===== src/rcbp_pkg.sv =====
// Shared types and byte codes for the remote command byte parser.
package rcbp_pkg;

	localparam logic [7:0] BYTE_GEAR_HIGH = 8'h58;
	localparam logic [7:0] BYTE_GEAR_LOW  = 8'h59;
	localparam logic [7:0] BYTE_CMD_MIN   = 8'd10;
	localparam logic [7:0] BYTE_FORWARD   = 8'h41;
	localparam logic [7:0] BYTE_BACKWARD  = 8'h45;
	localparam logic [7:0] BYTE_RIGHT_LO  = 8'h42;
	localparam logic [7:0] BYTE_RIGHT_HI  = 8'h44;
	localparam logic [7:0] BYTE_LEFT_LO   = 8'h46;
	localparam logic [7:0] BYTE_LEFT_HI   = 8'h48;
	localparam logic [7:0] BYTE_OPEN      = 8'h7B;
	localparam logic [7:0] BYTE_CLOSE     = 8'h7D;
	localparam logic [7:0] BYTE_SAVE      = 8'h50;
	localparam logic [7:0] BYTE_SKIP_ID   = 8'h23;
	localparam logic [7:0] BYTE_ID_FIRST  = 8'h30;
	localparam logic [7:0] BYTE_ID_LAST   = 8'h35;
	localparam logic [7:0] BYTE_DIGIT_0   = 8'd48;

	localparam logic [1:0] GEAR_HIGH = 2'd1;
	localparam logic [1:0] GEAR_LOW  = 2'd2;

	localparam int ID_INDEX     = 1;
	localparam int MARKER_INDEX = 3;

	typedef struct packed {
		logic       fwd;
		logic       bwd;
		logic       left;
		logic       right;
		logic [1:0] gear;
	} motion_t;

	typedef struct packed {
		logic              gain_valid;
		logic [2:0]        gain_select;
		logic signed [31:0] gain_value;
		logic              save;
	} gain_t;

endpackage


===== src/rcbp_motion_decode.sv =====
// Motion flag and speed gear decoder with its command state.
module rcbp_motion_decode
	import rcbp_pkg::*;
(
	input  logic       clk,
	input  logic       arst_n,
	input  logic       en,
	input  logic [7:0] rx_byte,
	output motion_t    motion
);

	motion_t state_q;

	always_comb begin
		motion = state_q;
		if (rx_byte == BYTE_GEAR_LOW) motion.gear = GEAR_LOW;
		if (rx_byte == BYTE_GEAR_HIGH) motion.gear = GEAR_HIGH;
		if (rx_byte > BYTE_CMD_MIN) begin
			motion.fwd   = 1'b0;
			motion.bwd   = 1'b0;
			motion.left  = 1'b0;
			motion.right = 1'b0;
			unique case (rx_byte) inside
				BYTE_FORWARD:                  motion.fwd   = 1'b1;
				BYTE_BACKWARD:                 motion.bwd   = 1'b1;
				[BYTE_RIGHT_LO:BYTE_RIGHT_HI]: motion.right = 1'b1;
				[BYTE_LEFT_LO:BYTE_LEFT_HI]:   motion.left  = 1'b1;
				default:                       ;
			endcase
		end
	end

	always_ff @(posedge clk or negedge arst_n) begin
		if (!arst_n) begin
			state_q <= '{fwd: 1'b0, bwd: 1'b0, left: 1'b0, right: 1'b0, gear: GEAR_LOW};
		end else if (en) begin
			state_q <= motion;
		end
	end

endmodule


===== src/rcbp_frame_parser.sv =====
// Tuning frame tracker: index count, id and marker capture, decimal accumulator.
module rcbp_frame_parser
	import rcbp_pkg::*;
#(
	parameter int BUFFER_DEPTH = 64
) (
	input  logic       clk,
	input  logic       arst_n,
	input  logic       en,
	input  logic [7:0] rx_byte,
	output gain_t      gain
);

	localparam int CNT_W = $clog2(BUFFER_DEPTH + 1);
	localparam logic [CNT_W-1:0] DEPTH_C  = CNT_W'(BUFFER_DEPTH);
	localparam logic [CNT_W-1:0] ID_C     = CNT_W'(ID_INDEX);
	localparam logic [CNT_W-1:0] MARKER_C = CNT_W'(MARKER_INDEX);
	localparam logic signed [36:0] SAT_MAX = 37'sd2147483647;
	localparam logic signed [36:0] SAT_MIN = -37'sd2147483648;

	logic               open_q, open_d;
	logic [CNT_W-1:0]   cnt_q, cnt_d;
	logic [7:0]         id_q, id_d;
	logic [7:0]         marker_q, marker_d;
	logic signed [31:0] acc_q, acc_d;
	logic signed [36:0] acc_ext;
	logic signed [36:0] fold;
	logic signed [31:0] fold_sat;

	always_comb begin
		acc_ext = 37'(acc_q);
		fold = (acc_ext <<< 3) + (acc_ext <<< 1)
			+ $signed({29'd0, rx_byte}) - $signed({29'd0, BYTE_DIGIT_0});
		if (fold > SAT_MAX) fold_sat = SAT_MAX[31:0];
		else if (fold < SAT_MIN) fold_sat = SAT_MIN[31:0];
		else fold_sat = fold[31:0];
	end

	always_comb begin
		gain     = '0;
		open_d   = open_q;
		cnt_d    = cnt_q;
		id_d     = id_q;
		marker_d = marker_q;
		acc_d    = acc_q;
		if (rx_byte == BYTE_CLOSE) begin
			if (open_q) begin
				if (marker_q == BYTE_SAVE) begin
					gain.save = 1'b1;
				end else if (id_q != BYTE_SKIP_ID && id_q >= BYTE_ID_FIRST
					&& id_q <= BYTE_ID_LAST) begin
					gain.gain_valid  = 1'b1;
					gain.gain_select = 3'(id_q - BYTE_ID_FIRST);
					gain.gain_value  = acc_q;
				end
			end
			open_d   = 1'b0;
			cnt_d    = '0;
			id_d     = '0;
			marker_d = '0;
			acc_d    = '0;
		end else begin
			if (rx_byte == BYTE_OPEN) open_d = 1'b1;
			if (open_d && cnt_q < DEPTH_C) begin
				if (cnt_q == ID_C) id_d = rx_byte;
				if (cnt_q == MARKER_C) marker_d = rx_byte;
				if (cnt_q >= MARKER_C) acc_d = fold_sat;
				cnt_d = cnt_q + 1'b1;
			end
		end
	end

	always_ff @(posedge clk or negedge arst_n) begin
		if (!arst_n) begin
			open_q   <= 1'b0;
			cnt_q    <= '0;
			id_q     <= '0;
			marker_q <= '0;
			acc_q    <= '0;
		end else if (en) begin
			open_q   <= open_d;
			cnt_q    <= cnt_d;
			id_q     <= id_d;
			marker_q <= marker_d;
			acc_q    <= acc_d;
		end
	end

endmodule


===== src/remote_command_byte_parser_unit.sv =====
// Top level of the remote command byte parser: input register, decode, result register.
//
//  channel  | dir | beat contents
//  s_axis   | in  | one received byte
//  m_axis   | out | motion flags, gear, gain update, save request (tuser: gain valid)
//
//  One beat per cycle unless m_axis stalls; bytes pass input then result register.
//  The command and frame state update in the cycle a byte moves into the result register.
//  Reset sets the flags and frame state to zero and the gear to low speed.
//  A stalled m_axis holds the result register; the input register fills,
//  then s_axis_tready drops.
module remote_command_byte_parser_unit
	import rcbp_pkg::*;
#(
	parameter int BUFFER_DEPTH = 64
) (
	input  logic        clk,
	input  logic        arst_n,
	input  logic        s_axis_tvalid,
	output logic        s_axis_tready,
	input  logic [7:0]  s_axis_tdata,   // [7:0] rx_byte
	output logic        m_axis_tvalid,
	input  logic        m_axis_tready,
	output logic [47:0] m_axis_tdata,   // [0] go_forward, [1] go_backward, [2] turn_left,
	                                    // [3] turn_right, [5:4] speed_gear, [8:6] gain_select,
	                                    // [40:9] gain_value, [41] save_request, [47:42] zero
	output logic        m_axis_tuser    // [0] gain_valid
);

	logic       valid_s1;
	logic [7:0] byte_s1;
	logic       adv_s2;
	logic       load_s2;
	motion_t    motion;
	gain_t      gain;
	motion_t    motion_s2;
	gain_t      gain_s2;

	assign adv_s2        = !m_axis_tvalid || m_axis_tready;
	assign load_s2       = valid_s1 && adv_s2;
	assign s_axis_tready = !valid_s1 || adv_s2;

	always_ff @(posedge clk or negedge arst_n) begin
		if (!arst_n) begin
			valid_s1 <= 1'b0;
		end else if (s_axis_tready) begin
			valid_s1 <= s_axis_tvalid;
		end
	end

	always_ff @(posedge clk) begin
		if (s_axis_tready && s_axis_tvalid) byte_s1 <= s_axis_tdata;
	end

	rcbp_motion_decode u_motion (
		.clk     (clk),
		.arst_n  (arst_n),
		.en      (load_s2),
		.rx_byte (byte_s1),
		.motion  (motion)
	);

	rcbp_frame_parser #(
		.BUFFER_DEPTH (BUFFER_DEPTH)
	) u_frame (
		.clk     (clk),
		.arst_n  (arst_n),
		.en      (load_s2),
		.rx_byte (byte_s1),
		.gain    (gain)
	);

	always_ff @(posedge clk or negedge arst_n) begin
		if (!arst_n) begin
			m_axis_tvalid <= 1'b0;
		end else if (adv_s2) begin
			m_axis_tvalid <= valid_s1;
		end
	end

	always_ff @(posedge clk) begin
		if (load_s2) begin
			motion_s2 <= motion;
			gain_s2   <= gain;
		end
	end

	assign m_axis_tdata = {6'd0, gain_s2.save, gain_s2.gain_value, gain_s2.gain_select,
		motion_s2.gear, motion_s2.right, motion_s2.left, motion_s2.bwd, motion_s2.fwd};
	assign m_axis_tuser = gain_s2.gain_valid;

	a_ready_low_only_on_stall: assert property (@(posedge clk) disable iff (!arst_n)
		!s_axis_tready |-> (valid_s1 && m_axis_tvalid && !m_axis_tready))
		else $error("input stalled without output stall");

	a_load_gives_result: assert property (@(posedge clk) disable iff (!arst_n)
		load_s2 |=> m_axis_tvalid)
		else $error("loaded beat lost");

	a_gear_legal: assert property (@(posedge clk) disable iff (!arst_n)
		m_axis_tvalid |-> (m_axis_tdata[5:4] == GEAR_HIGH || m_axis_tdata[5:4] == GEAR_LOW))
		else $error("illegal gear");

	a_gain_save_exclusive: assert property (@(posedge clk) disable iff (!arst_n)
		m_axis_tvalid |-> !(m_axis_tuser && m_axis_tdata[41]))
		else $error("gain update and save request together");

	a_idle_gain_zero: assert property (@(posedge clk) disable iff (!arst_n)
		(m_axis_tvalid && !m_axis_tuser) |-> (m_axis_tdata[40:6] == '0))
		else $error("gain fields not zero without update");

endmodule

===== config.mk =====
export PLATFORM = sky130hd
export DESIGN_NAME = remote_command_byte_parser_unit
export DESIGN_NICKNAME = d
export VERILOG_FILES = /design/src/rcbp_pkg.sv /design/src/rcbp_motion_decode.sv /design/src/rcbp_frame_parser.sv /design/src/remote_command_byte_parser_unit.sv
export SDC_FILE = /design/constraint.sdc
export NUM_CORES = 1
export LEC_CHECK = 0
export BUFFER_PORTS_ARGS = -buffer_cell sky130_fd_sc_hd__buf_2
export CAP_MARGIN = 20
export CORE_ASPECT_RATIO = 0.5
export CORE_MARGIN = 1
export CORE_UTILIZATION = 25
export DETAILED_ROUTE_END_ITERATION = 16
export PLACE_DENSITY = 0.49
export SLEW_MARGIN = 20
export SYNTH_ARGS = -nofsm -noshare
export SYNTH_HDL_FRONTEND = slang
export SYNTH_SLANG_ARGS = --single-unit

===== constraint.sdc =====
create_clock -name clk -period 9.6 [get_ports clk]
set_clock_uncertainty 0.05 [all_clocks]
set_input_delay 1.44 -clock clk [delete_from_list [all_inputs] [get_ports clk]]
set_output_delay 1.44 -clock clk [all_outputs]
set_load 0.02 [all_outputs]

# Word-level counts from Yosys, hierarchy flattened
# Index checks and enable logic that the tools add are counted.
# word_totals
wordCells	98
ff_bits	115
in_bits	12
output_inout_bits	51
# classes
order_cmp	11
addsub	5
eq_ne	10
bitwise	3
mux	25
reduce_logical	22
# ops
operator	count
$mux 32	5
$eq 8x7->1 const B	7
$mux 8	6
$add 37x9->37	1
$gt 37x32->1 const B	1
$lt 37x32->1 const B	1
$sub 37x7->37 const B	1
$add 35x33->36	1
$mux 36	1
$ge 8x7->1 const B	2
$le 8x7->1 const B	2
$mux 7	2
$reduce_and 3->1	3
$ge 8x6->1 const B	1
$gt 8x4->1 const B	1
$le 8x6->1 const B	1
$mux 1	8
$ne 8x6->1 const B	1
$reduce_bool 2->1	4
$add 7x1->7 const B	1
$eq 7x1->1 const B	1
$eq 7x2->1 const B	1
$ge 7x2->1 const B	1
$logic_and 1x1->1	7
10 further kinds	16

# Logic depth before layout (Yosys ltp)
# Gate-level depths: netlist of the first run.
# logic_depth
word_depth	9
depth_mapped	27
depth_no_buf	25

# Hierarchy
# From an unflattened synthesis of the first run, not the netlist that was laid out.
# hier_totals
hier_cells	753
hier_area_um2	7713.6
# modules_own_cells
mod	cells_per_inst	seq_area_each_um2	n_inst	area_per_inst_um2
rcbp_frame_parser	635	1401.3	1	5562.8
remote_command_byte_parser_unit	66	1581.5	1	1684.1
rcbp_motion_decode	52	151.4	1	466.7

# Worst setup path after synthesis of the first run
# Ideal clock, no wire load.
# synth_timing
path_kind	flip-flop to flip-flop
from	register u_frame.acc_q[0]
to	register u_frame.acc_q[20]
path_stages_with_launch	27
n_path_buf	2
setup_time_ns	0.126
slack_ns	4.512
arrival_ns	4.912
t_required_ns	9.424
cell_sequence	dfrtp_1 -> ha_1 -> inv_1 -> fa_1 -> nand2b_1 -> a21o_1 -> a2111o_1 -> nand3_2 -> nor4_1 -> o21bai_1 -> a21oi_1 -> o21bai_1 -> a21oi_1 -> o21bai_1 -> a21oi_1 -> xnor2_1 -> inv_1 -> ha_1 -> clkbuf_1 -> nand3_1 -> or4_1 -> o22a_1 -> a22oi_1 -> and3_1 -> a21oi_2 -> buf_2 -> a221o_1
# synth_between
elab_chain_cells	9
word_cells_on_any_way	10
cone_classes	add/sub: 3; order compare: 2; mux: 5
# synth_lines
item	line	source
from (decl)	rcbp_frame_parser.sv:25	logic signed [31:0] acc_q, acc_d;
from (signal assigned)	rcbp_frame_parser.sv:79	acc_q <= '0;
from (signal assigned)	rcbp_frame_parser.sv:85	acc_q <= acc_d;
$add 35x33->36 (*)	rcbp_frame_parser.sv:32	fold = (acc_ext <<< 3) + (acc_ext <<< 1)
$add 37x9->37 (*)	rcbp_frame_parser.sv:33	+ $signed({29'd0, rx_byte}) - $signed({29'd0, BYTE_DIGIT_0});
$sub 37x7->37 (*)	rcbp_frame_parser.sv:33	
$lt 37x32->1	rcbp_frame_parser.sv:35	else if (fold < SAT_MIN) fold_sat = SAT_MIN[31:0];
$mux 32	rcbp_frame_parser.sv:35	
$mux 32 (*)	rcbp_frame_parser.sv:34	if (fold > SAT_MAX) fold_sat = SAT_MAX[31:0];
$mux 32 (*)	rcbp_frame_parser.sv:67	if (cnt_q >= MARKER_C) acc_d = fold_sat;
$mux 32 (*)	rcbp_frame_parser.sv:64	if (open_d && cnt_q < DEPTH_C) begin
$mux 32 (*)	rcbp_frame_parser.sv:46	if (rx_byte == BYTE_CLOSE) begin
# Mark *: on every way between the ends. The rest lies on a longest branch, timed or not. The select of a mux whose other input is x is not followed.
# A chain may end at the register's enable or synchronous reset.

# Worst setup path after layout of the first run
# layout_timing
from	register u_frame.acc_q[1]
to	register u_frame.acc_q[1]
# Same word-level chain as after synthesis.

==> out/metrics.sh, run 1 <==
RUN_STATUS='finished clean'
CTS_HTREE_LEVELS=4
YS.WARNINGS.COUNT=0
MAXCLOCKFREQUENCY_MHz=157
NETS_FINISH=1028
CP.BUFFERS_INVERTERS=1
DOMINANTREGCELLSYNTH='dfrtp_1'
GLOBALROUTEMET3UTIL_PCT=2.29
GRT_PASS1_WL_MM=35.7
DETAILED_PLACE.AREA_UM2=9280
PORTBUFFERS=56
RELSLEWSLACK_PCT=32.3
POST-PLACE-WS_PS=3290
SYNTHESIS.AREA_UM2=8560
HPWL_MM=16.9
PERIOD_SHARE_PCT=66.2
POST_SYNTH_MAIN_AREA_CONTRIBUTORS='dfrtp_1, edfxtp_1, ha_1'
RSZ0062_AT_GRT='false'
AVGSYNTHCELLAREA_UM2=9.64
TIMING.CRITICAL_PATH.TO_TYPE='flop'
GR-USAGE-ALL-LAYERS_PCT=12.8
LAYOUT-AREA-OVERHEAD-VS-SYNTH_PCT=14.7
CHIPWIDTH_UM=264
SETUP_TOTAL_NEGATIVE_SLACK_PS=0
HOLD-WORST-SLACK_PS=416
ROUTE.FINAL.WIRE_LENGTH_MM=22.3
SYNTH_SEQUENTIAL_AREA_RATIO_PCT=36.6
HOLD_VIOL=0
HOLD_PATH_CLASS='flop to flop'
SYNTH_CELL_TYPE_COUNT=92
FIN_AREA_UM2=9810
CTS_TREE='done'
FP-ROW-COUNT=47
ROUTABILITY_DRIVEN_PLACEMENT_CONGESTION_RATIO=0.856
WORST-ENDPOINT-ARRIVAL_PS=6610
ROUTE.DETAILED.DRC=0
ANTENNA-DIODE-COUNT=0
TRITONCTS_NUM_SINKS=115
PIN_COUNT=63
CAP_VIOL_MAX_COUNT=0
INITIALDRTVIOLATIONCOUNT=497
YS_SEQ_ELEMENTS=115
GRT_MAX_DEGREE=65
CTS.REPORTEDPATHS.CLKPINSLEW_PS=50
TIMING_WORST_SLEW_PIN_VALUE_PS=1020
GRT-BUSIEST-LAYER='met2'
POST-SYNTH-TOP-COUNT-CELL='nand2_1'
DETAIL_ROUTE_ANTENNA_NETS=0
FIRST_PASS_ITERS=6
POST_SYNTHESIS_CELLS=888
CTS_RESIZED=0
SYNTH_ENABLE_FLOP_CELLS=51
AVGVIACOUNTPERCELL=4.95
DIE_AREA_UM2=35000
CHIPHEIGHT_UM=133
SETUP_VIOL=0
FLOORPLAN.INITIALDENSITY_PCT=25.6
CLOCK_TREE.BUFFER_DEPTH=2
NUM_VIAS=6921
PATH_DELAY_FAMILY='compound AO/OA/AOI/OAI gates'
CRITPATHKIND='flop to flop'
CP_DATA_REQUIRED_TIME_PS=9850
ROUTE.DETAILED.WL_PER_INST_UM=16.0
GR-USAGE-MET1_PCT=16.3
CRIT_SLOWEST_CELL='o311ai_1'
WORSTPATHCELLLIST='ha_1 > a211oi_1 > o21ai_1 > nand3_1 > nand2_1 > a21oi_1 > o21bai_1 > xor2_1 > inv_1 > ha_1 > nand3_1 > nor2_1 > a32oi_1 > o311ai_1 > nand2_1 > o221a_1 > o31a_1 > o32ai_1 > a21oi_1 > o311ai_4 > a41oi_1 > or2_0 > a22o_1'
MAX_STAGE_DELAY_PS=550
BUFFERS_INSERTED_DURING_POST_CTS_SETUP_OPTIMIZATION=0
TRITONCTS.NUM_BUFFERS=17
SYNTHDOMINANTCELLAREASHARE_PCT=18.4
FIRST_GLOBAL_VIAS=6678
POSTCTSHOLDBUFS=0
DESIGN.CORE.AREA_UM2=33400
ANTENNA_VIOLATIONS_BEFORE_REPAIR=0
SYNTH_ASYNC_SR_FLOP_SHARE_PCT=55.7
FIN_CRIT_PS=6360
DRIVE_GT1_SHARE_PCT=13.8
POSTLAYOUTSETUPSLACKWORST_PS=3240
ROOT_CELL_OF_THE_CLOCK_TREE='clkbuf_16'
YS_TOP_CELLS_BY_COUNT='nand2_1, ha_1, dfrtp_1, inv_1, a21oi_1'
CLK_LAT_WORST_SKEW_PS=420
DRV_SLEW=0
GLOBAL_ROUTE.OVERFLOW_TOTAL=0
GRT_USE_MET2_PCT=21.5
SYNTHDOMINANTAREACELLTYPE='dfrtp_1'
CRITPATHLAUNCHTYPE='flop'
CRIT_FANOUT=12
[kinds of logic (layout without fill, tap and decap cells)]
family | after synthesis | after routing | synth area share, %
other | 1 | 6 | 0.0438
and+or+nand+nor | 272 | 272 | 16.4
xor gates and xnor gates | 60 | 60 | 6.80
DFF | 115 | 115 | 36.6
muxes | 6 | 6 | 0.921
AOI/OAI and AO/OA | 266 | 266 | 23.1
buffers and inverters | 93 | 156 | 5.00
adders and majority gates | 75 | 75 | 11.1
[layer usage]
metal,up-vias,part of all wire (%)
li1,3404,-
met1,3324,46
met2,155,48
met3,38,3.3
met4,0,2.7
met5,-,0
[worst paths after layout]
kind	start	endpoint	slack, ps	depth (start not counted)
min in group asynchronous	arst_n	u_motion.state_q[0]	1150	2
worst max register to register	u_frame.acc_q[1]	u_frame.acc_q[1]	3240	23
worst min register to register	u_motion.state_q[1]	u_motion.state_q[1]	420	2
max in group asynchronous	arst_n	u_frame.acc_q[17]	7760	2
worst min-delay path	u_motion.state_q[1]	u_motion.state_q[1]	420	2
worst max-delay path	u_frame.acc_q[1]	u_frame.acc_q[1]	3240	23
[per-stage QoR]
step	utilization (%)	std cells
floorplan	-	893
global placement	27.7	1364
detailed placement	27.8	1365
CTS	29.4	1397
global route	29.4	1397
finish	29.4	1397
[tightest hold or removal path, delay by kind of cell (launching register included)]
| kind | cells | cell delay, ps |
|---|---|---|
| flip-flops | 1 | 360 |
| AND/OR/NAND/NOR | 2 | 100 |
[layout make-up]
| type | count | area, um2 |
|---|---|---|
| inverter | 62 | 234 |
| fill | 3475 | 23600 |
| clock inverter | 13 | 88.8 |
| timing repair buffer | 62 | 333 |
| sequential | 115 | 3130 |
| multi-input combinational | 685 | 5030 |
| clock buffer | 19 | 443 |
| tap | 441 | 552 |
[registers in the layout, summed over array words and instances, names as in the netlist]
signal,flops
u_frame.id_q,8
u_motion.state_q,6
u_frame.open_q,1
u_frame.cnt_q,7
valid_s1,1
m_axis_tvalid,1
byte_s1,8
u_frame.marker_q,8
m_axis_tdata,42
u_frame.acc_q,32
m_axis_tuser,1
[cells in the final DEF (no fill, tap or decap), drive strengths merged, types with 5 or more instances in the layout]
cell type and n:
o21a 9, a221o 21, mux2 5, xor2 27
o211ai 8, nand4 14, or2 8, o21ai 45
a22o 21, inv 62, o31ai 6, and3 5
clkinv 9, nor3 15, a21o 17, nor2 40
a211oi 9, nand2b 22, edfxtp 51, nand3 26
and2 46, conb 6, buf 62, dfrtp 63
ha 71, a21oi 64, xnor2 29, nand2 76
o21bai 13, a31oi 12, clkbuf 19
Power of run 1 is left out: the tool's default activity adds up to more than one toggle a clock period on the data nets, which glitch-free logic cannot reach.
==> inputs of run 2 (changes only) <==
ABC_AREA = 1   (was unset)
PLACE_DENSITY = 0.5   (was 0.49)
clock period = 5.43 ns   (was 9.6 ns; I/O delays follow)
==> run 2 against run 1 <==
Net effect: die area rose by 9.3%; cell count grew 36%; synthesized cell count rose by 52%; global-route usage up 1.5 points; synthesized area grew 9.4%; sequential share of layout area is 2.7 points lower; clock-buffer cell count decreased by 1; critical endpoint is now u_frame.acc_q[17].
==> out/metrics.sh, run 2 <==
RUN_STATUS='finished clean'
AREA_TAKEN_BY_MULTI_INPUT_LOGIC_GATES_UM2=5260
WORST_PATH_MOST_REPEATED_CELL='nand2_1'
ROUTABILITY_DRIVEN_PLACEMENT_CONGESTION_RATIO=0.881
RSZ0062_AT_GRT='false'
CAP_VIOL_MAX_COUNT=0
MAXCLOCKFREQUENCY_MHz=203
HOLD_PATH_CLASS='flop to flop'
POWER_PER_CELL_AREA_nW_PER_UM2=382
DIE_AREA_UM2=38300
PEAKVDDDROP_V=0.000154
POST-SYNTH-TOP-COUNT-CELL='nand2_1'
HOLD-WORST-SLACK_PS=418
GR-USAGE-MET1_PCT=21.0
DESIGN.CORE.AREA_UM2=36400
SYNTHDOMINANTCELLAREASHARE_PCT=18.6
NETS_FINISH=1494
POSTCTSHOLDBUFS=0
NUM_VIAS=8406
CRITPATHKIND='flop to flop'
GRT_USE_MET2_PCT=21.6
LAYOUT.CELLS.MOST_COMMON='nand2_1'
ROOT_CELL_OF_THE_CLOCK_TREE='clkbuf_16'
INITIALDRTVIOLATIONCOUNT=655
GLOBALROUTEMET3UTIL_PCT=2.60
GRT-BUSIEST-LAYER='met2'
LAYOUT-AREA-OVERHEAD-VS-SYNTH_PCT=14.6
SETUP_VIOL=0
ANTENNA-DIODE-COUNT=0
ANTENNA_VIOLATIONS_BEFORE_REPAIR=0
ROUTE.FINAL.WIRE_LENGTH_MM=26.2
CRITPATHLAUNCHTYPE='flop'
ROUTE.DETAILED.DRC=0
POSTLAYOUTSETUPSLACKWORST_PS=497
HPWL_MM=20.6
FIN_CELLS=1906
GR-USAGE-ALL-LAYERS_PCT=14.3
MAX_STAGE_DELAY_PS=440
CRIT_FANOUT=31
CRIT_SLOWEST_CELL='dfrtp_1'
FLOORPLAN.INITIALDENSITY_PCT=25.7
CTS.REPORTEDPATHS.CLKPINSLEW_PS=60
REG_TO_REG_CRITICAL_PATH_STARTPOINT='u_frame.acc_q[4]'
FIRST_PASS_ITERS=10
TRITONCTS.NUM_BUFFERS=17
FF_LATCH_AREA_UM2=3130
PERIOD_SHARE_PCT=90.9
ROUTE.DETAILED.WL_PER_INST_UM=13.7
FIRST_GLOBAL_VIAS=8249
DRIVE_GT1_SHARE_PCT=10.5
FIN_CRIT_PS=4930
AVGVIACOUNTPERCELL=4.41
SYNTH_CELL_TYPE_COUNT=52
HOLD_VIOL=0
CHIPWIDTH_UM=276
DOMINANTREGCELLSYNTH='dfrtp_1'
GRT_PASS1_WL_MM=43.5
WORSTSETUPSTARTPOINT='u_frame.acc_q[4]'
SYNTH_ASYNC_SR_FLOP_SHARE_PCT=55.7
CHIPHEIGHT_UM=139
GLOBAL_ROUTE.OVERFLOW_TOTAL=0
YS.WARNINGS.COUNT=0
BUFFERS_INSERTED_DURING_POST_CTS_SETUP_OPTIMIZATION=0
SYNTH_ENABLE_FLOP_CELLS=51
SYNTHESIS.AREA_UM2=9370
YS_SEQ_ELEMENTS=115
MIN_FROM='u_frame.id_q[3]'
LARGEST_REGISTER_FF_COUNT=42
TIMING_WORST_SLEW_PIN_VALUE_PS=911
PORTBUFFERS=56
SYNTH_SEQUENTIAL_AREA_RATIO_PCT=33.5
PLACEDCELLCOUNT=1874
CTS_TREE='done'
REG2REG_SETUP_SLACK_PS=500
RELSLEWSLACK_PCT=39.3
CLK_LAT_WORST_SKEW_PS=430
DRV_SLEW=0
DETAIL_ROUTE_ANTENNA_NETS=0
PIN_COUNT=63
CLOCK_TREE.BUFFER_DEPTH=2
POST-PLACE-WS_PS=320
FP-ROW-COUNT=49
YS_TOP_CELLS_BY_COUNT='nand2_1, inv_1, nor2_1, ha_1, a21oi_1'
CTS_HTREE_LEVELS=4
CTS_RESIZED=0
COMMONEST_CELLS_AFTER_ROUTING_FILL_AND_TAPS_ASIDE='nand2_1, inv_1, nor2_1, ha_1, a21oi_1'
GRT_MAX_DEGREE=65
P_LEAK_nW=5.73
POST_SYNTHESIS_CELLS=1351
SETUP_TOTAL_NEGATIVE_SLACK_PS=0
AVGSYNTHCELLAREA_UM2=6.93
TRITONCTS_NUM_SINKS=115
TIMING.CRITICAL_PATH.TO_TYPE='flop'
SYNTHDOMINANTAREACELLTYPE='nand2_1'
WORST-ENDPOINT-ARRIVAL_PS=5190
P_TOTAL_W=0.00410
POST_SYNTH_MAIN_AREA_CONTRIBUTORS='nand2_1, dfrtp_1, edfxtp_1'
NUM-FILL-CELLS=4061
CP_DATA_REQUIRED_TIME_PS=5690
==> run 2: worst max-delay path, delay by kind of cell, from the launching register on <==
| kind | cells | cell delay, ps |
|---|---|---|
| AND/OR/NAND/NOR | 22 | 2920 |
| buffers and inverters | 2 | 130 |
| adder cells (fa/ha/maj) | 2 | 700 |
| AO/OA/AOI/OAI | 3 | 540 |
| flip-flops | 1 | 440 |
==> run 2: path summary, 6_finish.rpt <==
| path | end | cells after the start |
|---|---|---|
| min | u_frame.id_q[3] | 2 |
| min in group asynchronous | u_frame.cnt_q[3] | 2 |
| max | u_frame.acc_q[17] | 29 |
| max reg2reg | u_frame.acc_q[17] | 29 |
| max in group asynchronous | u_frame.acc_q[28] | 2 |
| min reg2reg | u_frame.id_q[3] | 2 |
==> run 2: logic make-up after synthesis <==
logic type | after synthesis | share of synthesized area (%)
flip-flops | 115 | 33.5
AO/OA/AOI/OAI | 141 | 8.55
buffers and inverters | 253 | 10.9
other | 1 | 0.0400
adder cells (fa/ha/maj) | 73 | 9.91
XOR/XNOR | 49 | 4.58
AND/OR/NAND/NOR | 719 | 32.5
==> run 2: per-layer routing <==
layer  routed length (um)  vias to the layer above
met5                    0                        -
met4                  213                        0
met3                 1100                       12
met2                11200                      134
met1                13600                     3875
li1                     -                     4385
==> run 2: power breakdown <==
group | leakage [nW] | total (W) | switching, W | internal [W]
logic | 4.14 | 0.00196 | 0.00133 | 0.000626
registers | 1.33 | 0.00104 | 0.0000426 | 0.000997
clock network | 0.265 | 0.00110 | 0.000434 | 0.000670
==> run 2: per-stage QoR <==
step           util (%)  instance area [um2]
2_1_floorplan         -                 9380
3_3_place_gp       27.8                10100
3_5_place_dp       27.8                10100
4_1_cts            29.4                10700
5_1_grt            29.5                10700
6_report           29.5                10700
==> run 2: area by class of cell <==
cell class | count | share of cell area [%]
multi-input combinational | 988 | 49.0
sequential | 115 | 29.2
inverter | 228 | 7.98
tap | 484 | 5.64
clock buffer | 18 | 4.00
timing repair buffer | 59 | 2.94
clock inverter | 14 | 1.28
No activity file was read; power rests on OpenSTA's default activity.
